## src/hdl/lpg_pkg.sv

```systemverilog
// Package for the long press gesture detector.
// Holds field widths, command and state codes, and the config/result structs.
// No dependencies.
`default_nettype none

package lpg_pkg;

    localparam int POS_W       = 16;
    localparam int CFG_W       = 16;
    localparam int CFG_IDX_W   = 2;
    localparam int DEF_DEVICE_ID_BITS   = 8;
    localparam int DEF_SEQUENCE_ID_BITS = 8;
    localparam int DEF_COORD_BITS       = 16;
    localparam int DEF_TIMER_BITS       = 16;

    localparam logic [CFG_W-1:0] MOVE_THRESHOLD_RESET = 16'd32;
    localparam logic [CFG_W-1:0] TRIGGER_DELAY_RESET  = 16'd600;

    localparam logic [CFG_IDX_W-1:0] CFG_MOVE_THRESHOLD = 2'd0;
    localparam logic [CFG_IDX_W-1:0] CFG_TRIGGER_DELAY  = 2'd1;

    typedef enum logic [2:0] {
        CMD_BEGIN  = 3'd0,
        CMD_UPDATE = 3'd1,
        CMD_END    = 3'd2,
        CMD_TICK   = 3'd3,
        CMD_OTHER  = 3'd4
    } t_cmd;

    typedef enum logic [1:0] {
        GS_NONE           = 2'd0,
        GS_COLLECTING     = 2'd1,
        GS_NOT_RECOGNIZED = 2'd2,
        GS_RECOGNIZED     = 2'd3
    } t_gesture_state;

    typedef struct packed {
        logic [CFG_W-1:0] move_threshold;
        logic [CFG_W-1:0] trigger_delay;
    } t_cfg;

    typedef struct packed {
        logic                    handled;
        t_gesture_state          gesture_state;
        logic                    pressed;
        logic                    ended;
        logic signed [POS_W-1:0] press_x;
        logic signed [POS_W-1:0] press_y;
    } t_result;

endpackage

`default_nettype wire

```

## src/hdl/lpg_cfg_regs.sv

```systemverilog
// Configuration registers of the long press gesture detector.
// Depends on lpg_pkg for register indexes, widths and reset values.
`default_nettype none

module lpg_cfg_regs (
    input  wire logic                          i_clk,
    input  wire logic                          i_rst_n,
    input  wire logic                          i_cfg_valid,
    input  wire logic [lpg_pkg::CFG_IDX_W-1:0] i_cfg_index,
    input  wire logic [lpg_pkg::CFG_W-1:0]     i_cfg_data,
    output lpg_pkg::t_cfg                      o_cfg
);
    import lpg_pkg::*;

    t_cfg r_cfg;

    always_ff @(posedge i_clk) begin
        if (!i_rst_n) begin
            r_cfg.move_threshold <= MOVE_THRESHOLD_RESET;
            r_cfg.trigger_delay  <= TRIGGER_DELAY_RESET;
        end else if (i_cfg_valid) begin
            unique case (i_cfg_index)
                CFG_MOVE_THRESHOLD: r_cfg.move_threshold <= i_cfg_data;
                CFG_TRIGGER_DELAY:  r_cfg.trigger_delay  <= i_cfg_data;
                default: ;
            endcase
        end
    end

    assign o_cfg = r_cfg;

endmodule

`default_nettype wire

```

## src/hdl/lpg_core.sv

```systemverilog
// Recognizer state and single-pass next-state logic for one event.
// Depends on lpg_pkg for command codes, gesture states and structs.
`default_nettype none

module lpg_core #(
    parameter int DEVICE_ID_BITS   = lpg_pkg::DEF_DEVICE_ID_BITS,
    parameter int SEQUENCE_ID_BITS = lpg_pkg::DEF_SEQUENCE_ID_BITS,
    parameter int COORD_BITS       = lpg_pkg::DEF_COORD_BITS,
    parameter int TIMER_BITS       = lpg_pkg::DEF_TIMER_BITS
) (
    input  wire logic                             i_clk,
    input  wire logic                             i_rst_n,
    input  wire logic                             i_step,
    input  wire logic [2:0]                       i_cmd,
    input  wire logic [DEVICE_ID_BITS-1:0]        i_device_id,
    input  wire logic                             i_has_sequence,
    input  wire logic [SEQUENCE_ID_BITS-1:0]      i_sequence_id,
    input  wire logic signed [lpg_pkg::POS_W-1:0] i_pos_x,
    input  wire logic signed [lpg_pkg::POS_W-1:0] i_pos_y,
    input  wire lpg_pkg::t_cfg                    i_cfg,
    output lpg_pkg::t_result                      o_result
);
    import lpg_pkg::*;

    localparam int DW = (COORD_BITS + 1 > CFG_W) ? COORD_BITS + 1 : CFG_W;
    localparam int TW = (TIMER_BITS > CFG_W) ? TIMER_BITS : CFG_W;

    logic                         r_active, n_active;
    logic [DEVICE_ID_BITS-1:0]    r_held_device, n_held_device;
    logic                         r_held_seq_valid, n_held_seq_valid;
    logic [SEQUENCE_ID_BITS-1:0]  r_held_seq, n_held_seq;
    logic signed [COORD_BITS-1:0] r_held_x, n_held_x;
    logic signed [COORD_BITS-1:0] r_held_y, n_held_y;
    logic                         r_timer_running, n_timer_running;
    logic [TIMER_BITS-1:0]        r_elapsed, n_elapsed;
    logic                         r_was_cancelled, n_was_cancelled;
    logic                         r_was_triggered, n_was_triggered;

    logic signed [COORD_BITS-1:0] x_c, y_c;
    logic signed [COORD_BITS:0]   dx, dy;
    logic [COORD_BITS:0]          ax, ay;
    logic                         move_far;
    logic [TIMER_BITS-1:0]        ticks_inc;
    logic                         seq_bad;
    t_result                      res;

    // Cut or sign-extend the 16-bit pixel input to the held coordinate width.
    assign x_c = COORD_BITS'(i_pos_x);
    assign y_c = COORD_BITS'(i_pos_y);

    assign dx = (COORD_BITS + 1)'(r_held_x) - (COORD_BITS + 1)'(x_c);
    assign dy = (COORD_BITS + 1)'(r_held_y) - (COORD_BITS + 1)'(y_c);
    assign ax = dx[COORD_BITS] ? (COORD_BITS + 1)'(-dx) : (COORD_BITS + 1)'(dx);
    assign ay = dy[COORD_BITS] ? (COORD_BITS + 1)'(-dy) : (COORD_BITS + 1)'(dy);
    assign move_far = (DW'(ax) > DW'(i_cfg.move_threshold)) ||
                      (DW'(ay) > DW'(i_cfg.move_threshold));

    assign ticks_inc = (r_elapsed != {TIMER_BITS{1'b1}}) ? r_elapsed + 1'b1 : r_elapsed;
    assign seq_bad   = i_has_sequence && (!r_held_seq_valid || (i_sequence_id != r_held_seq));

    always_comb begin
        n_active         = r_active;
        n_held_device    = r_held_device;
        n_held_seq_valid = r_held_seq_valid;
        n_held_seq       = r_held_seq;
        n_held_x         = r_held_x;
        n_held_y         = r_held_y;
        n_timer_running  = r_timer_running;
        n_elapsed        = r_elapsed;
        n_was_cancelled  = r_was_cancelled;
        n_was_triggered  = r_was_triggered;
        res              = '0;

        if (i_cmd == CMD_TICK) begin
            if (r_active && r_timer_running) begin
                n_elapsed = ticks_inc;
                if (TW'(ticks_inc) >= TW'(i_cfg.trigger_delay)) begin
                    n_timer_running = 1'b0;
                    n_was_triggered = 1'b1;
                    res.pressed     = 1'b1;
                    res.press_x     = POS_W'(r_held_x);
                    res.press_y     = POS_W'(r_held_y);
                end
            end
        end else if (r_active && (i_device_id != r_held_device)) begin
            // foreign device: drop the event
        end else if (r_active && seq_bad) begin
            if (r_timer_running) begin
                n_timer_running = 1'b0;
                n_was_cancelled = 1'b1;
            end
        end else begin
            res.handled = 1'b1;
            case (i_cmd)
                CMD_BEGIN: begin
                    n_held_x         = x_c;
                    n_held_y         = y_c;
                    n_active         = 1'b1;
                    n_held_device    = i_device_id;
                    n_held_seq_valid = i_has_sequence;
                    n_held_seq       = i_has_sequence ? i_sequence_id : '0;
                    n_timer_running  = 1'b1;
                    n_elapsed        = '0;
                end
                CMD_UPDATE: begin
                    if (move_far && r_timer_running) begin
                        n_timer_running = 1'b0;
                        n_was_cancelled = 1'b1;
                    end
                end
                CMD_END: begin
                    res.ended        = r_was_triggered;
                    n_active         = 1'b0;
                    n_held_device    = '0;
                    n_held_seq_valid = 1'b0;
                    n_held_seq       = '0;
                    n_held_x         = '1;
                    n_held_y         = '1;
                    n_timer_running  = 1'b0;
                    n_elapsed        = '0;
                    n_was_cancelled  = 1'b0;
                    n_was_triggered  = 1'b0;
                end
                default: res.handled = 1'b0;
            endcase
        end

        if (!n_active)            res.gesture_state = GS_NONE;
        else if (n_timer_running) res.gesture_state = GS_COLLECTING;
        else if (n_was_cancelled) res.gesture_state = GS_NOT_RECOGNIZED;
        else if (n_was_triggered) res.gesture_state = GS_RECOGNIZED;
        else                      res.gesture_state = GS_NONE;
    end

    always_ff @(posedge i_clk) begin
        if (!i_rst_n) begin
            r_active         <= 1'b0;
            r_held_device    <= '0;
            r_held_seq_valid <= 1'b0;
            r_held_seq       <= '0;
            r_held_x         <= '1;
            r_held_y         <= '1;
            r_timer_running  <= 1'b0;
            r_elapsed        <= '0;
            r_was_cancelled  <= 1'b0;
            r_was_triggered  <= 1'b0;
        end else if (i_step) begin
            r_active         <= n_active;
            r_held_device    <= n_held_device;
            r_held_seq_valid <= n_held_seq_valid;
            r_held_seq       <= n_held_seq;
            r_held_x         <= n_held_x;
            r_held_y         <= n_held_y;
            r_timer_running  <= n_timer_running;
            r_elapsed        <= n_elapsed;
            r_was_cancelled  <= n_was_cancelled;
            r_was_triggered  <= n_was_triggered;
        end
    end

    assign o_result = res;

endmodule

`default_nettype wire

```

## src/hdl/long_press_gesture_detector.sv

```systemverilog
// Long press gesture detector: input register, recognizer core, result register.
// An event passes through the input register and then the result register.
// Throughput: one event per cycle unless stalled; the state updates in a single pass per event.
// Stall on the result side backs up into the input register, then into o_in_stall.
// Reset (synchronous, active low) clears the recognizer, empties both registers and
// loads move_threshold 32 and trigger_delay 600.
`default_nettype none

module long_press_gesture_detector #(
    parameter int DEVICE_ID_BITS   = lpg_pkg::DEF_DEVICE_ID_BITS,
    parameter int SEQUENCE_ID_BITS = lpg_pkg::DEF_SEQUENCE_ID_BITS,
    parameter int COORD_BITS       = lpg_pkg::DEF_COORD_BITS,
    parameter int TIMER_BITS       = lpg_pkg::DEF_TIMER_BITS
) (
    input  wire logic                             i_clk,
    input  wire logic                             i_rst_n,
    // event channel
    input  wire logic                             i_in_valid,
    output logic                                  o_in_stall,
    input  wire logic [2:0]                       i_cmd,
    input  wire logic [DEVICE_ID_BITS-1:0]        i_device_id,
    input  wire logic                             i_has_sequence,
    input  wire logic [SEQUENCE_ID_BITS-1:0]      i_sequence_id,
    input  wire logic signed [lpg_pkg::POS_W-1:0] i_pos_x,
    input  wire logic signed [lpg_pkg::POS_W-1:0] i_pos_y,
    // result channel
    output logic                                  o_out_valid,
    input  wire logic                             i_out_stall,
    output logic                                  o_handled,
    output logic [1:0]                            o_gesture_state,
    output logic                                  o_pressed,
    output logic                                  o_ended,
    output logic signed [lpg_pkg::POS_W-1:0]      o_press_x,
    output logic signed [lpg_pkg::POS_W-1:0]      o_press_y,
    // configuration write channel
    input  wire logic                             i_cfg_valid,
    output logic                                  o_cfg_ready,
    input  wire logic [lpg_pkg::CFG_IDX_W-1:0]    i_cfg_index,
    input  wire logic [lpg_pkg::CFG_W-1:0]        i_cfg_data
);
    import lpg_pkg::*;

    logic                        r_in_valid;
    logic [2:0]                  r_cmd;
    logic [DEVICE_ID_BITS-1:0]   r_device_id;
    logic                        r_has_sequence;
    logic [SEQUENCE_ID_BITS-1:0] r_sequence_id;
    logic signed [POS_W-1:0]     r_pos_x, r_pos_y;

    logic    r_out_valid;
    t_result r_res;
    t_result core_res;
    t_cfg    cfg;
    logic    out_adv;
    logic    step;

    assign out_adv    = !r_out_valid || !i_out_stall;
    assign step       = r_in_valid && out_adv;
    assign o_in_stall = r_in_valid && !out_adv;
    assign o_cfg_ready = 1'b1;

    lpg_cfg_regs u_cfg (
        .i_clk       (i_clk),
        .i_rst_n     (i_rst_n),
        .i_cfg_valid (i_cfg_valid),
        .i_cfg_index (i_cfg_index),
        .i_cfg_data  (i_cfg_data),
        .o_cfg       (cfg)
    );

    lpg_core #(
        .DEVICE_ID_BITS   (DEVICE_ID_BITS),
        .SEQUENCE_ID_BITS (SEQUENCE_ID_BITS),
        .COORD_BITS       (COORD_BITS),
        .TIMER_BITS       (TIMER_BITS)
    ) u_core (
        .i_clk          (i_clk),
        .i_rst_n        (i_rst_n),
        .i_step         (step),
        .i_cmd          (r_cmd),
        .i_device_id    (r_device_id),
        .i_has_sequence (r_has_sequence),
        .i_sequence_id  (r_sequence_id),
        .i_pos_x        (r_pos_x),
        .i_pos_y        (r_pos_y),
        .i_cfg          (cfg),
        .o_result       (core_res)
    );

    // input register: load on every transfer, hold while stalled
    always_ff @(posedge i_clk) begin
        if (!i_rst_n) begin
            r_in_valid <= 1'b0;
        end else if (!o_in_stall) begin
            r_in_valid <= i_in_valid;
        end
    end

    always_ff @(posedge i_clk) begin
        if (!o_in_stall && i_in_valid) begin
            r_cmd          <= i_cmd;
            r_device_id    <= i_device_id;
            r_has_sequence <= i_has_sequence;
            r_sequence_id  <= i_sequence_id;
            r_pos_x        <= i_pos_x;
            r_pos_y        <= i_pos_y;
        end
    end

    // result register
    always_ff @(posedge i_clk) begin
        if (!i_rst_n) begin
            r_out_valid <= 1'b0;
        end else if (out_adv) begin
            r_out_valid <= r_in_valid;
        end
    end

    always_ff @(posedge i_clk) begin
        if (step) begin
            r_res <= core_res;
        end
    end

    assign o_out_valid     = r_out_valid;
    assign o_handled       = r_res.handled;
    assign o_gesture_state = r_res.gesture_state;
    assign o_pressed       = r_res.pressed;
    assign o_ended         = r_res.ended;
    assign o_press_x       = r_res.press_x;
    assign o_press_y       = r_res.press_y;

    a_press_xor_end: assert property (@(posedge i_clk) disable iff (!i_rst_n)
        o_out_valid |-> !(o_pressed && o_ended))
        else $error("pressed and ended in one result");

    a_pos_zero: assert property (@(posedge i_clk) disable iff (!i_rst_n)
        (o_out_valid && !o_pressed) |-> (o_press_x == '0 && o_press_y == '0))
        else $error("press position set without pressed");

    a_end_clears: assert property (@(posedge i_clk) disable iff (!i_rst_n)
        (o_out_valid && o_ended) |-> (o_gesture_state == GS_NONE && o_handled))
        else $error("ended result without cleared state");

    a_press_is_tick: assert property (@(posedge i_clk) disable iff (!i_rst_n)
        (o_out_valid && o_pressed) |-> !o_handled)
        else $error("pressed reported on a handled event");

endmodule

`default_nettype wire

```

## config.mk

```make
export PLATFORM = sky130hd
export DESIGN_NAME = long_press_gesture_detector
export DESIGN_NICKNAME = d
export VERILOG_FILES = /design/src/hdl/lpg_pkg.sv /design/src/hdl/lpg_cfg_regs.sv /design/src/hdl/lpg_core.sv /design/src/hdl/long_press_gesture_detector.sv
export SDC_FILE = /design/constraint.sdc
export NUM_CORES = 1
export LEC_CHECK = 0
export ABC_AREA = 1
export BUFFER_PORTS_ARGS = -buffer_cell sky130_fd_sc_hd__buf_2
export CAP_MARGIN = 20
export CORE_UTILIZATION = 45
export DETAILED_ROUTE_END_ITERATION = 6
export HOLD_SLACK_MARGIN = 0.05
export SETUP_SLACK_MARGIN = 0.4
export SYNTH_ARGS = -nofsm -noshare
export SYNTH_HDL_FRONTEND = slang
export SYNTH_SLANG_ARGS = --single-unit
```

## constraint.sdc

```tcl
create_clock -name i_clk -period 4.55 [get_ports i_clk]
set_clock_uncertainty 0.2 [all_clocks]
set_input_delay 0.455 -clock i_clk [delete_from_list [all_inputs] [get_ports i_clk]]
set_output_delay 0.455 -clock i_clk [all_outputs]
set_load 0.1 [all_outputs]
```

== Yosys cells after proc, flatten, opt, wreduce, memory -nomap -nowiden ==
Cells that the tools add are included.

* Bits of input ports: 75
* Flip-flop bits (word level): 192
* Word-level logic and storage cells: 123
* Output and inout port bits: 40

* Muxes and demuxes: 42
* Magnitude comparators: 3
* Bitwise logic cells: 5
* Reduce and logical (&&, ||, !) cells: 31
* Add/subtract/negate cells: 5
* Equal/unequal tests: 10

{| class="wikitable"
|+ Operators by type and width
! operator !! number
|-
| 16-bit two-way mux || 6
|-
| 16-bit one-hot mux with 2 select lines || 2
|-
| 17-bit by 16-bit > comparator with 1-bit output || 2
|-
| 17-bit two-way mux || 2
|-
| 17-bit negation || 2
|-
| 16-bit by 16-bit subtractor with 17-bit output || 2
|-
| 8-bit one-hot mux with 2 select lines || 2
|-
| 1-bit two-way mux || 23
|-
| 16-bit by 1-bit adder with 16-bit output (second input constant) || 1
|-
| 16-bit greater-or-equal comparator || 1
|-
| 16-bit inequality test (second input constant) || 1
|-
| 8-bit inequality test || 2
|-
| 5-bit AND reduction || 2
|-
| 1-bit logical AND || 8
|-
| 8-bit two-way mux || 1
|-
| 3-bit by 2-bit == test with 1-bit output (second input constant) || 2
|-
| 1-bit one-hot mux with 2 select lines || 3
|-
| 2-bit AND reduction || 3
|-
| 3-bit OR reduction || 2
|-
| 1-bit zero test || 5
|-
| 1-bit inverter || 5
|-
| 2-bit two-way mux || 2
|-
| 2-bit by 1-bit inequality test with 1-bit output (second input constant) || 2
|-
| 2-bit nonzero test || 2
|-
| 10 further kinds || 13
|}

== Longest topological paths before layout ==
Gate-level depths: netlist of run 1.

* Depth after elaboration: 13
* Gate-level depth with buffers: 40
* Depth with buffers taken out: 40

== By module ==
From an unflattened synthesis of run 1, not the netlist that was laid out.

* Cell total of the unflattened synthesis: 1,530
* Area total of the unflattened synthesis: 11,556.1 µm²

{| class="wikitable"
|+ Modules (own cells, without submodules)
! module !! instances !! area each (µm²) !! cells an instance
|-
| lpg_core || 1 || 7,430.9 || 1,226
|-
| long_press_gesture_detector || 1 || 2,778.9 || 104
|-
| lpg_cfg_regs || 1 || 1,346.3 || 200
|}

== Least setup slack after synthesis of run 1 ==
OpenSTA, ideal clock, no wires.

* Path kind: register -> register
* From: register r_pos_x[0]
* To: register r_res (netlist bit o_gesture_state[1]), data pin
* Slack: 0.514 ns
* Stages on the path, launching flop included: 32
* Library setup time: 0.255 ns
* Data arrival time: 3.580 ns
* Path through: edfxtp_1 -> ha_1 -> fa_1 -> ha_1 -> a21boi_0 -> nand3_1 -> nor2_1 -> nand2_1 -> nor2_2 -> nand2_1 -> nor2_2 -> inv_1 -> nand2_1 -> xor2_1 -> inv_1 -> ha_1 -> nand2_1 -> nor2_1 -> a211oi_1 -> nand2_1 -> nand2_1 -> nand2_1 -> nand2_1 -> nand2_1 -> nand2_1 -> nand4_1 -> nand2_1 -> nand2_1 -> nand2_1 -> nand2_1 -> o21ai_0 -> nor2_1

* Longest elaborated chain between the ends: 12

{| class="wikitable"
|+ Ends and longest elaborated chain
! item !! RTL line !! source
|-
| start, declared || long_press_gesture_detector.sv:48 || <nowiki>logic signed [POS_W-1:0] r_pos_x, r_pos_y;</nowiki>
|-
| start signal, assigned || long_press_gesture_detector.sv:105 || <nowiki>r_pos_x <= i_pos_x;</nowiki>
|-
| 16-bit by 16-bit subtractor with 17-bit output * || lpg_core.sv:51 || <nowiki>assign dx = (COORD_BITS + 1)'(r_held_x) - (COORD_BITS + 1)'(x_c);</nowiki>
|-
| 17-bit negation || lpg_core.sv:53 || <nowiki>assign ax = dx[COORD_BITS] ? (COORD_BITS + 1)'(-dx) : (COORD_BITS + 1)'(dx);</nowiki>
|-
| 17-bit two-way mux * || lpg_core.sv:53 ||
|-
| 17-bit by 16-bit > comparator with 1-bit output * || lpg_core.sv:55 || <nowiki>assign move_far = (DW'(ax) > DW'(i_cfg.move_threshold)) ||</nowiki>
|-
| 1-bit logical OR * || lpg_core.sv:55 ||
|-
| 1-bit logical AND * || lpg_core.sv:106 || <nowiki>if (move_far && r_timer_running) begin</nowiki>
|-
| 1-bit two-way mux || lpg_core.sv:106 ||
|-
| 1-bit one-hot mux with 3 select lines or 1-bit one-hot mux with 2 select lines (tied branches) || lpg_core.sv:94 || <nowiki>case (i_cmd)</nowiki>
|-
| 1-bit two-way mux || lpg_core.sv:87 || <nowiki>end else if (r_active && seq_bad) begin</nowiki>
|-
| 1-bit two-way mux || lpg_core.sv:85 || <nowiki>end else if (r_active && (i_device_id != r_held_device)) begin</nowiki>
|-
| 1-bit two-way mux || lpg_core.sv:74 || <nowiki>if (i_cmd == CMD_TICK) begin</nowiki>
|-
| 2-bit OR reduction (no source line) or 2-bit two-way mux (tied branches) || n/a ||
|-
| end signal, assigned || long_press_gesture_detector.sv:121 || <nowiki>r_res <= core_res;</nowiki>
|-
| end, declared || long_press_gesture_detector.sv:51 || <nowiki>t_result r_res;</nowiki>
|}

Mark *: on every way between the ends. The rest lies on a longest branch, timed or not.
A chain may end at the register's enable or synchronous reset.

== Worst setup path in the final report of run 1 ==
* From: register r_pos_y[0]
* To: register r_res (netlist bit o_gesture_state[1]), data pin

* Longest elaborated chain between the ends: 12

{| class="wikitable"
|+ Ends and longest elaborated chain
! item !! RTL line !! source
|-
| start, declared || long_press_gesture_detector.sv:48 ||
|-
| start signal, assigned || long_press_gesture_detector.sv:106 || <nowiki>r_pos_y <= i_pos_y;</nowiki>
|-
| 16-bit by 16-bit subtractor with 17-bit output * || lpg_core.sv:52 || <nowiki>assign dy = (COORD_BITS + 1)'(r_held_y) - (COORD_BITS + 1)'(y_c);</nowiki>
|-
| 17-bit negation || lpg_core.sv:54 || <nowiki>assign ay = dy[COORD_BITS] ? (COORD_BITS + 1)'(-dy) : (COORD_BITS + 1)'(dy);</nowiki>
|-
| 17-bit two-way mux * || lpg_core.sv:54 ||
|-
| 17-bit by 16-bit > comparator with 1-bit output * || lpg_core.sv:56 || <nowiki>(DW'(ay) > DW'(i_cfg.move_threshold));</nowiki>
|-
| 1-bit logical OR * || lpg_core.sv:55 ||
|-
| 1-bit logical AND * || lpg_core.sv:106 ||
|-
| 1-bit two-way mux || lpg_core.sv:106 ||
|-
| 1-bit one-hot mux with 3 select lines or 1-bit one-hot mux with 2 select lines (tied branches) || lpg_core.sv:94 ||
|-
| 1-bit two-way mux || lpg_core.sv:87 ||
|-
| 1-bit two-way mux || lpg_core.sv:85 ||
|-
| 1-bit two-way mux || lpg_core.sv:74 ||
|-
| 2-bit OR reduction (no source line) or 2-bit two-way mux (tied branches) || n/a ||
|}

Marks and branches as above.

==> summary.md, run 1 <==
| Metric | Value |
|---|---|
| Slowest CP cell | `fa_2` |
| Setup CP Type | `register to register` |
| Detailed Place HPWL | `19700 um` |
| Initial antenna violation count | `0` |
| Synth cell types | `52` |
| Fin. max-slew vios | `0` |
| DRC viols | `0` |
| RePlAce Congestion | `0.894` |
| All-Layer GR Usage | `21.0%` |
| Synth area leader | `edfxtp_1` |
| Vias in the first global route | `9317` |
| FILL cells | `2395` |
| Fin crit share | `95.9%` |
| Layout cell share with drive strength beyond 1 | `15.9%` |
| Yosys reg bits | `192` |
| Tmin final | `4360 ps` |
| Root buffer cell | `clkbuf_16` |
| Crit path launch type | `register` |
| Core area | `0.0253 mm^2` |
| Clk buf depth | `2` |
| Via count | `9881` |
| Antenna-violating nets left | `0` |
| Max-cap check violation count | `0` |
| Mapped Cells | `1493` |
| Boundary Pins | `115` |
| Layout Cells excl Fill | `2015` |
| Placed insts | `1911` |
| Core Rows | `58` |
| Post-synth top area share | `23.1%` |
| Vias per cell | `4.90` |
| Leak | `6.78 nW` |
| Synth warnings | `0` |
| WL per Instance | `13.4 um` |
| Critical R2R Launch | `r_pos_y[0]` |
| Height of the die | `163 um` |
| Ys async rst share | `0%` |
| Layout Utilization | `55.3%` |
| Arr. time, crit path | `4370 ps` |
| Initial core utilization | `45.9%` |
| Setup crit end kind | `register` |
| PD cells | `319 mW/mm^2` |
| Most frequent cell on the critical path | `nand2_1` |
| Iter 0 DRT Violations | `465` |
| Min-Delay Startpoint | `i_cfg_data[9]` |
| Sink Count | `192` |
| Worst Path Required | `4550 ps` |
| Outcome | `finished, final reports clean` |
| ANT cells | `0` |
| CTS tree | `yes` |
| Worst R2R Setup Slack | `190 ps` |
| Dominant synthesized flop cell | `dfxtp_1` |
| Hold Path Class | `input pin to register` |
| Fin. Hold Viols | `0` |
| PortBufs | `113` |
| Post-Synthesis Mean Instance Area | `7.76 um^2` |
| Worst Tran Pin Value | `1090 ps` |
| H-tree depth | `4` |
| Die area | `0.0264 mm^2` |
| Worst-Skew Late Latency | `440 ps` |
| Layout area overhead | `20.6%` |
| Final net count | `1832` |
| Post-synth EDFFs | `89` |
| Grt total ovfl | `0` |
| Syn nets | `1653` |
| Worst-path maximum fanout | `3` |
| # setup viols final | `0` |
| Cell area after synthesis | `0.0116 mm^2` |
| Max-slew headroom | `27.1%` |
| Main area contributors after synthesis | `edfxtp_1 23%, dfxtp_1 18%, nand2_1 11%, ha_1 9.0%, inv_1 8.9%` |
| Global-route wire length before repair | `44300 um` |
| Max Freq | `229 MHz` |
| Router iterations before antenna repair | `5` |
| Die Wd | `163 um` |
| RSZ-0062 raised after global routing | `yes` |
| Sequential area share after synthesis | `40.8%` |
| Max incr delay on CP | `550 ps` |
| Cts bufs inserted | `17` |
| Launch point of the worst path | `r_pos_y[0]` |
| Routed WL | `27100 um` |
| Register clock-pin slew on the reported worst setup and hold paths | `90 ps` |
| Largest net degree at the start of global routing | `47` |
| Max IR drop VDD | `0.262 mV` |
| Setup TNS | `0 ps` |
[power breakdown]
| group | switching (mW) | internal [mW] |
|---|---|---|
| clock network | 0.805 | 0.817 |
| logic | 0.594 | 0.349 |
| registers | 0.0256 | 1.87 |
| total | 1.42 | 3.03 |
[per-stage QoR]
step                      setup WS [ps]  total power, mW  area (um^2)  hold slack [ps]
after floorplan                     514             2.57        11600              235
after global placement              203             2.76        12400              251
after detailed placement           95.1             2.77        12400              256
after CTS                           256             4.46        13800             50.2
after global routing               -101             4.68        14000             77.6
final                               185             4.46        14000             69.4
[layout make-up]
class,count,area (um^2),share of cell area (%)
clock buffer,17,425,3.04
clock inverter,15,224,1.60
inverter,279,1050,7.52
multi-input combinational,990,5830,41.7
sequential,192,4730,33.9
tap,330,413,2.95
timing repair buffer,191,1290,9.25
timing repair inverter,1,5.00,0.0358
[cells by family after synthesis]
logic type / count (synthesis) / share of synthesized area (%)
other: 1 / 0.0323
adder cells (fa/ha/maj): 85 / 9.30
flip-flops: 192 / 40.8
AND/OR/NAND/NOR: 639 / 23.7
buffers and inverters: 311 / 10.7
AO/OA/AOI/OAI: 220 / 12.1
XOR/XNOR: 45 / 3.40
[timing repair]
| action | CTS | global route |
|---|---|---|
| resized for setup | 32 | 29 |
| pin swaps | 21 | 28 |
| cloned | 1 | 0 |
| hold buffers | 52 | 0 |
| buffers inserted | 13 | 6 |
| hold endpoints to repair | 52 | 0 |
| setup endpoints to repair | 25 | 38 |
[flip-flops by register name, summed over array words and instances, names as in the netlist, 16 cells and up]
name	cells
u_core.r_held_y	16
r_pos_x	16
u_core.r_elapsed	16
o_press_x	16
o_press_y	16
u_core.r_held_x	16
r_pos_y	16
u_cfg.o_cfg	32
[layer usage]
layer  wire, um  global-route usage, %  vias to the layer above
li1           -                      -                     5165
met1      13100                   27.9                     4515
met2      12800                   35.6                      179
met3        919                   3.31                       22
met4        296                   4.76                        0
met5          0                      0                        -
[final timing paths]
path	depth (start not counted)	to
max	28	o_gesture_state[1]
min	3	u_cfg.o_cfg[9]
min reg2reg	2	u_core.r_elapsed[2]
max reg2reg	28	o_gesture_state[1]
[cells in the final DEF (no fill, tap or decap), drive strengths merged, types with 52 or more instances in the layout]
cell type and count:
buf 139, edfxtp 89, nor2 135, inv 284
nand2 357, nand3 58, a21oi 103, dfxtp 103
dlygate4sd3 52, ha 83
[synthesized netlist by cell type (20+ instances only)]
cell type / count
a21oi_1: 101
a22oi_2: 20
clkbuf_1: 20
dfxtp_1: 103
edfxtp_1: 89
ha_1: 83
inv_1: 274
nand2_1: 352
nand3_1: 56
nand4_1: 21
nor2_1: 129
o21ai_0: 45
or2_1: 28
xor2_1: 36
[worst max-delay path: cells and delay by family, from the launching register on]
family,cells,cell delay (ps)
AOI/OAI and AO/OA,4,620
xor gates and xnor gates,1,180
adders and majority gates,4,1210
DFF,1,450
and+or+nand+nor,19,1470
(Power assumes the default switching activity.)
==> inputs of run 2 (changes only) <==
Settings changed: PLACE_DENSITY set to 0.74.
==> summary.md, run 2 (same netlist as run 1, synthesis figures left out) <==
| Metric | Value |
|---|---|
| Outcome | `finished, final reports clean` |
| Root buffer cell | `clkbuf_16` |
| Fin. Hold Viols | `0 (unchanged)` |
| Via count | `10093 (+2.1%)` |
| Fin crit share | `94.9% (-1.0 points)` |
| Height of the die | `163 um (unchanged)` |
| PortBufs | `113 (unchanged)` |
| # setup viols final | `0 (unchanged)` |
| Max IR drop VDD | `0.194 mV (-26%)` |
| Fin area | `0.0139 mm^2 (-0.58%)` |
| Placed insts | `1910 (-0.052%)` |
| Cts bufs inserted | `17 (unchanged)` |
| Grt total ovfl | `0 (unchanged)` |
| Largest net degree at the start of global routing | `45 (-4.3%)` |
| Arr. time, crit path | `4320 ps (-50 ps)` |
| Max-cap check violation count | `0 (unchanged)` |
| RePlAce Congestion | `0.884 (-1.1%)` |
| Max-slew headroom | `29.0% (+1.9 points)` |
| Setup crit end kind | `register` |
| Setup TNS | `0 ps (unchanged)` |
| Final net count | `1824 (-0.44%)` |
| DRC viols | `0 (unchanged)` |
| Vias in the first global route | `9615 (+3.2%)` |
| Worst-path maximum fanout | `3 (unchanged)` |
| Layout Cells excl Fill | `2007 (-0.40%)` |
| Worst-Skew Late Latency | `450 ps (about the same)` |
| Leak | `6.75 nW (-0.47%)` |
| Most frequent cells in the layout | `343 x nand2_1, 269 x inv_1, 118 x nor2_1, 113 x buf_2, 103 x dfxtp_1` |
| Boundary Pins | `115 (unchanged)` |
| Layout cell share with drive strength beyond 1 | `15.3% (-0.58 points)` |
| CTS tree | `yes` |
| Commonest non-fill, non-tap cell in the layout | `nand2_1` |
| Hold Path Class | `input pin to register` |
| Router iterations before antenna repair | `6 (+1)` |
| Most frequent cell on the critical path | `nand2_1` |
| H-tree depth | `4 (unchanged)` |
| RSZ-0062 raised after global routing | `yes` |
| All-Layer GR Usage | `21.1% (+0.17 points)` |
| Worst Path Required | `4550 ps (about the same)` |
| Initial core utilization | `45.9% (unchanged)` |
| Initial antenna violation count | `0 (unchanged)` |
| Final setup margin | `231 ps (+46.2 ps)` |
| Core area | `0.0253 mm^2 (unchanged)` |
| Crit path launch type | `register` |
| Max reg flops | `32 (unchanged)` |
| Register clock-pin slew on the reported worst setup and hold paths | `80 ps (about the same)` |
| Detailed Place HPWL | `19600 um (-0.90%)` |
| Routed WL | `27500 um (+1.6%)` |
| Layout area overhead | `19.8%` |
| Max Freq | `232 MHz (+1.1%)` |
| Vias per cell | `5.03 (+2.6%)` |
| Setup CP Type | `register to register` |
| Core Rows | `58 (unchanged)` |
| ANT cells | `0 (unchanged)` |
| Tmin final | `4320 ps (-46.2 ps)` |
| Hold slack | `76.1 ps (+6.70 ps)` |
| PD cells | `318 mW/mm^2 (-0.42%)` |
| DP Area | `0.0124 mm^2 (about the same)` |
| FILL cells | `2336 (-2.5%)` |
| Iter 0 DRT Violations | `598 (+29%)` |
| Die area | `0.0264 mm^2 (unchanged)` |
| Clk buf depth | `2 (unchanged)` |
| Die Wd | `163 um (unchanged)` |
| Pre-CTS setup slack | `51.0 ps (-44.1 ps)` |
| Sink Count | `192 (unchanged)` |
| WL per Instance | `13.7 um (+2.0%)` |
| Max incr delay on CP | `540 ps (about the same)` |
| Antenna-violating nets left | `0 (unchanged)` |
| Worst Tran Pin Value | `1060 ps (-27.1 ps)` |
| Fin. max-slew vios | `0 (unchanged)` |
| Global-route wire length before repair | `44400 um (+0.28%)` |
| Slowest CP cell | `fa_2` |
[run 2: cell count changes in the layout (fill, tap and decap cells not counted), moves of 2 or more]
cell / previous run / this run
a21oi_1: 98 / 96
ha_1: 75 / 77
nor2_1: 120 / 118
inv_2: 8 / 6
clkinv_8: 6 / 4
nand2_4: 2 / 4
nand2_2: 14 / 10
a21oi_2: 4 / 6
buf_4: 23 / 17
inv_4: 0 / 2
nand2_1: 341 / 343
nor2_2: 9 / 12
buf_6: 3 / 0
[run 2: repair_timing]
| action | 4_1_cts | 5_1_grt |
|---|---|---|
| endpoints found under the hold margin | 53 | 0 |
| setup endpoints to repair | 5 | 38 |
| gates resized for setup | 30 | 29 |
| pin swaps | 15 | 9 |
| setup buffers | 9 | 3 |
| gates cloned | 0 | 0 |
| hold buffers | 53 | 0 |
[run 2: worst paths after layout]
check	startpoint	endpoint	slack, ps	cells after the start
setup / recovery	r_pos_y[0]	o_gesture_state[1]	230	29
hold / removal	i_cfg_data[6]	u_cfg.o_cfg[6]	80	3
setup reg to reg	r_pos_y[0]	o_gesture_state[1]	230	29
hold reg to reg	u_cfg.o_cfg[5]	u_cfg.o_cfg[5]	260	2
[run 2: area by class of cell]
type / instances / area [um^2] / share of cell area (%)
clock buffer: 18 / 450 / 3.24
clock inverter: 14 / 173 / 1.24
inverter: 279 / 1050 / 7.57
multi-input combinational: 990 / 5830 / 41.9
sequential: 192 / 4730 / 34.1
tap: 330 / 413 / 2.97
timing repair buffer: 184 / 1240 / 8.95
[run 2: critical path: cells and delay by family (launching register included)]
kind | cells | cell delay, ps
XOR/XNOR | 1 | 150
adder cells (fa/ha/maj) | 4 | 1220
buffers and inverters | 1 | 60
AND/OR/NAND/NOR | 19 | 1460
flip-flops | 1 | 440
AO/OA/AOI/OAI | 4 | 540
[run 2: stage by stage]
stage	power, mW	util, %
after floorplan	2.57	-
after global placement	2.74	49.3
after detailed placement	2.77	49.3
after CTS	4.40	54.5
after global routing	4.63	55.0
final	4.41	55.0
[run 2: per-layer routing]
layer	vias up	GRT usage, %	share of wire, %
met5	-	0	0
met4	0	7.80	1.9
met3	33	2.80	3.5
met2	210	35.7	47
met1	4691	27.4	47
li1	5159	-	-
[run 2: report_power, final]
group / internal, mW / switching (mW)
clock network: 0.783 / 0.790
registers: 1.87 / 0.0259
logic: 0.341 / 0.605
==> inputs of run 3 (changes only) <==
Settings changed: SYNTH_HIERARCHICAL set to 1.
==> summary.md, run 3 <==
| Metric | Value |
|---|---|
| Global-route wire length before repair | `46400 um (+4.5%)` |
| H-tree depth | `4 (unchanged)` |
| Cts bufs inserted | `17 (unchanged)` |
| Layout cell share with drive strength beyond 1 | `14.8% (-0.49 points)` |
| Switch share | `32.3% (+0.16 points)` |
| Pre-CTS setup slack | `57.5 ps (+6.44 ps)` |
| Fin. max-slew vios | `0 (unchanged)` |
| Sequential share of power | `40.3% (-2.6 points)` |
| Hold slack | `63.6 ps (-12.4 ps)` |
| Synth cell count leaders | `358 x nand2_1, 277 x inv_1, 159 x nor2_1` |
| Max-slew headroom | `48.1% (+19 points)` |
| Clk buf depth | `2 (unchanged)` |
| Clock share of power | `35.3% (-0.3 points)` |
| Arr. time, crit path | `4390 ps (+70 ps)` |
| PD cells | `337 mW/mm^2 (+6.2%)` |
| Critical R2R Launch | `r_pos_y[0]` |
| Root buffer cell | `clkbuf_16` |
| Slowest CP cell | `fa_2` |
| CTS tree | `yes` |
| Grt total ovfl | `0 (unchanged)` |
| All-Layer GR Usage | `21.9% (+0.76 points)` |
| Vias in the first global route | `10115 (+5.2%)` |
| Router iterations before antenna repair | `6 (unchanged)` |
| DRC viols | `0 (unchanged)` |
| Initial antenna violation count | `0 (unchanged)` |
| Max IR drop VDD | `0.265 mV (+37%)` |
| ANT cells | `0 (unchanged)` |
| Synth cell types | `43 (-17%)` |
| Largest net degree at the start of global routing | `66 (+47%)` |
| Detailed Place HPWL | `19700 um (+0.98%)` |
| Most frequent cell on the critical path | `buf_4` |
| PortBufs | `113 (unchanged)` |
| RePlAce Congestion | `0.866 (-2.0%)` |
| Ys async rst share | `0% (unchanged)` |
| Layout area overhead | `22.0%` |
| Setup crit end kind | `register` |
| Post-synth EDFFs | `89 (unchanged)` |
| Fin crit share | `96.7% (+1.8 points)` |
| Max-cap check violation count | `0 (unchanged)` |
| Tmin final | `4400 ps (+80.1 ps)` |
| Most frequent cells in the layout | `349 x nand2_1, 274 x inv_1, 149 x nor2_1, 113 x buf_2, 103 x dfxtp_1` |
| Max reg flops | `32 (unchanged)` |
| Register clock-pin slew on the reported worst setup and hold paths | `80 ps (about the same)` |
| # setup viols final | `0 (unchanged)` |
| Leak | `6.81 nW (+0.94%)` |
| Layout Utilization | `56.0% (+0.95 points)` |
| Iter 0 DRT Violations | `766 (+28%)` |
| Post-synth top area share | `23.1% (+0.072 points)` |
| Sequential area share after synthesis | `41.0% (+0.13 points)` |
| Boundary Pins | `115 (unchanged)` |
| Worst-path maximum fanout | `3 (unchanged)` |
| Sink Count | `192 (unchanged)` |
| Launch point of the worst path | `r_pos_y[0]` |
| Syn nets | `1690 (+2.2%)` |
| Max incr delay on CP | `540 ps (about the same)` |
| Die area | `0.0263 mm^2 (-0.31%)` |
| Post-Synthesis Mean Instance Area | `7.55 um^2 (-2.7%)` |
| Worst Path Required | `4540 ps (about the same)` |
| Antenna-violating nets left | `0 (unchanged)` |
| Synth warnings | `6 (+6)` |
| Commonest non-fill, non-tap cell in the layout | `nand2_1` |
| Min-Delay Startpoint | `i_cfg_data[12]` |
| Via count | `10432 (+3.4%)` |
| Core area | `0.0252 mm^2 (-0.29%)` |
| FILL cells | `2230 (-4.5%)` |
| RSZ-0062 raised after global routing | `yes` |
| Dominant synthesized flop cell | `dfxtp_1` |
| Max Freq | `227 MHz (-1.8%)` |
| Most numerous cell in the Yosys netlist | `nand2_1` |
| Routed WL | `28700 um (+4.1%)` |
| Initial core utilization | `45.9% (about the same)` |
| WL per Instance | `14.0 um (+1.9%)` |
| Comb pwr share | `24.4% (+3.0 points)` |
| Final net count | `1866 (+2.3%)` |
| Final setup margin | `151 ps (-80.1 ps)` |
| Worst Tran Pin Value | `776 ps (-289 ps)` |
| Main area contributors after synthesis | `edfxtp_1 23%, dfxtp_1 18%, nand2_1 12%, inv_1 9.0%, ha_1 9.0%` |
| Mapped Cells | `1530 (+2.5%)` |
| Cell area after synthesis | `0.0116 mm^2 (-0.31%)` |
| Setup CP Type | `register to register` |
| Vias per cell | `5.09 (+1.2%)` |
| Synth area leader | `edfxtp_1` |
| Fin. Hold Viols | `0 (unchanged)` |
| Outcome | `finished, final reports clean` |
| Yosys reg bits | `192 (unchanged)` |
| Height of the die | `162 um (-0.15%)` |
| Pint | `3.22 mW (+7.5%)` |
| Worst-Skew Late Latency | `440 ps (about the same)` |
| Die Wd | `162 um (-0.15%)` |
| Core Rows | `58 (unchanged)` |
| Hold Path Class | `input pin to register` |
| Net Switching | `1.54 mW (+8.3%)` |
| Crit path launch type | `register` |
-- run 3: changes by cell type after synthesis, sizes merged, moves of 4 or more --
cell    delta
buf        +5
nand3     +28
o21ai      +5
xnor2      +7
o211ai    +27
o21a       +4
or2       -34
clkbuf     +4
nor2      +27
a22oi     -35
nand2      +4
-- run 3: logic make-up (layout without fill, tap and decap cells) --
kind of cell             Yosys count  after routing  synth area share [%]
other                              1              1                0.0325
AO/OA/AOI/OAI                    216            216                  10.7
flip-flops                       192            192                  41.0
XOR/XNOR                          50             50                  3.85
adder cells (fa/ha/maj)           85             85                  9.33
AND/OR/NAND/NOR                  664            664                  24.3
buffers and inverters            322            511                  10.8
-- run 3: worst max-delay path: cells and delay by family, from the launching register on --
family	cells	cell delay, ps
AND/OR/NAND/NOR	15	1410
flip-flops	1	440
adder cells (fa/ha/maj)	3	910
buffers and inverters	14	1210
-- run 3: cell type report --
cell class	count	area [um^2]	area share [%]
multi-input combinational	1016	5850	41.5
sequential	192	4730	33.6
timing repair buffer	198	1370	9.73
inverter	281	1060	7.50
clock buffer	17	425	3.02
tap	330	413	2.93
clock inverter	15	240	1.70
-- run 3: worst paths after layout --
kind	slack, ps	cells past startpoint	end
worst max-delay path	150	32	o_gesture_state[0]
worst min-delay path	60	3	u_cfg/o_cfg[12]
worst max register to register	150	32	o_gesture_state[0]
worst min register to register	260	2	u_cfg/o_cfg[21]
-- run 3: repair_timing --
item | CTS | global route
resized for setup | 22 | 44
gates cloned | 0 | 0
setup buffers | 15 | 4
setup endpoints to repair | 4 | 38
pin swaps | 6 | 22
endpoints found under the hold margin | 56 | 0
hold buffers | 56 | 0
-- run 3: power groups by stage --
stage / logic [mW] / registers, mW / clock network [mW]
6_report: 1.16 / 1.92 / 1.68
5_1_grt: 1.30 / 1.92 / 1.77
4_1_cts: 1.10 / 1.92 / 1.70
3_5_place_dp: 1.02 / 1.95 / 0
3_3_place_gp: 0.992 / 1.95 / 0
2_1_floorplan: 0.707 / 2.03 / 0
-- run 3: through the flow --
stage / instance area (um^2) / instances / power [mW] / TNS (ps)
finish: 14100 / 2049 / 4.75 / 0
global placement: 12400 / 1941 / 2.95 / 0
global route: 14100 / 2049 / 5.00 / -159
detailed placement: 12500 / 1942 / 2.97 / 0
floorplan: 11600 / 1530 / 2.73 / 0
CTS: 13900 / 2045 / 4.71 / 0
-- run 3: layer usage --
layer / global-route usage [%] / wire length, um / share of wire [%]
met5: 0 / 0 / 0
met4: 7.29 / 630 / 2.2
met3: 3.06 / 1040 / 3.6
met2: 40.1 / 14600 / 51
met1: 26.0 / 12400 / 43
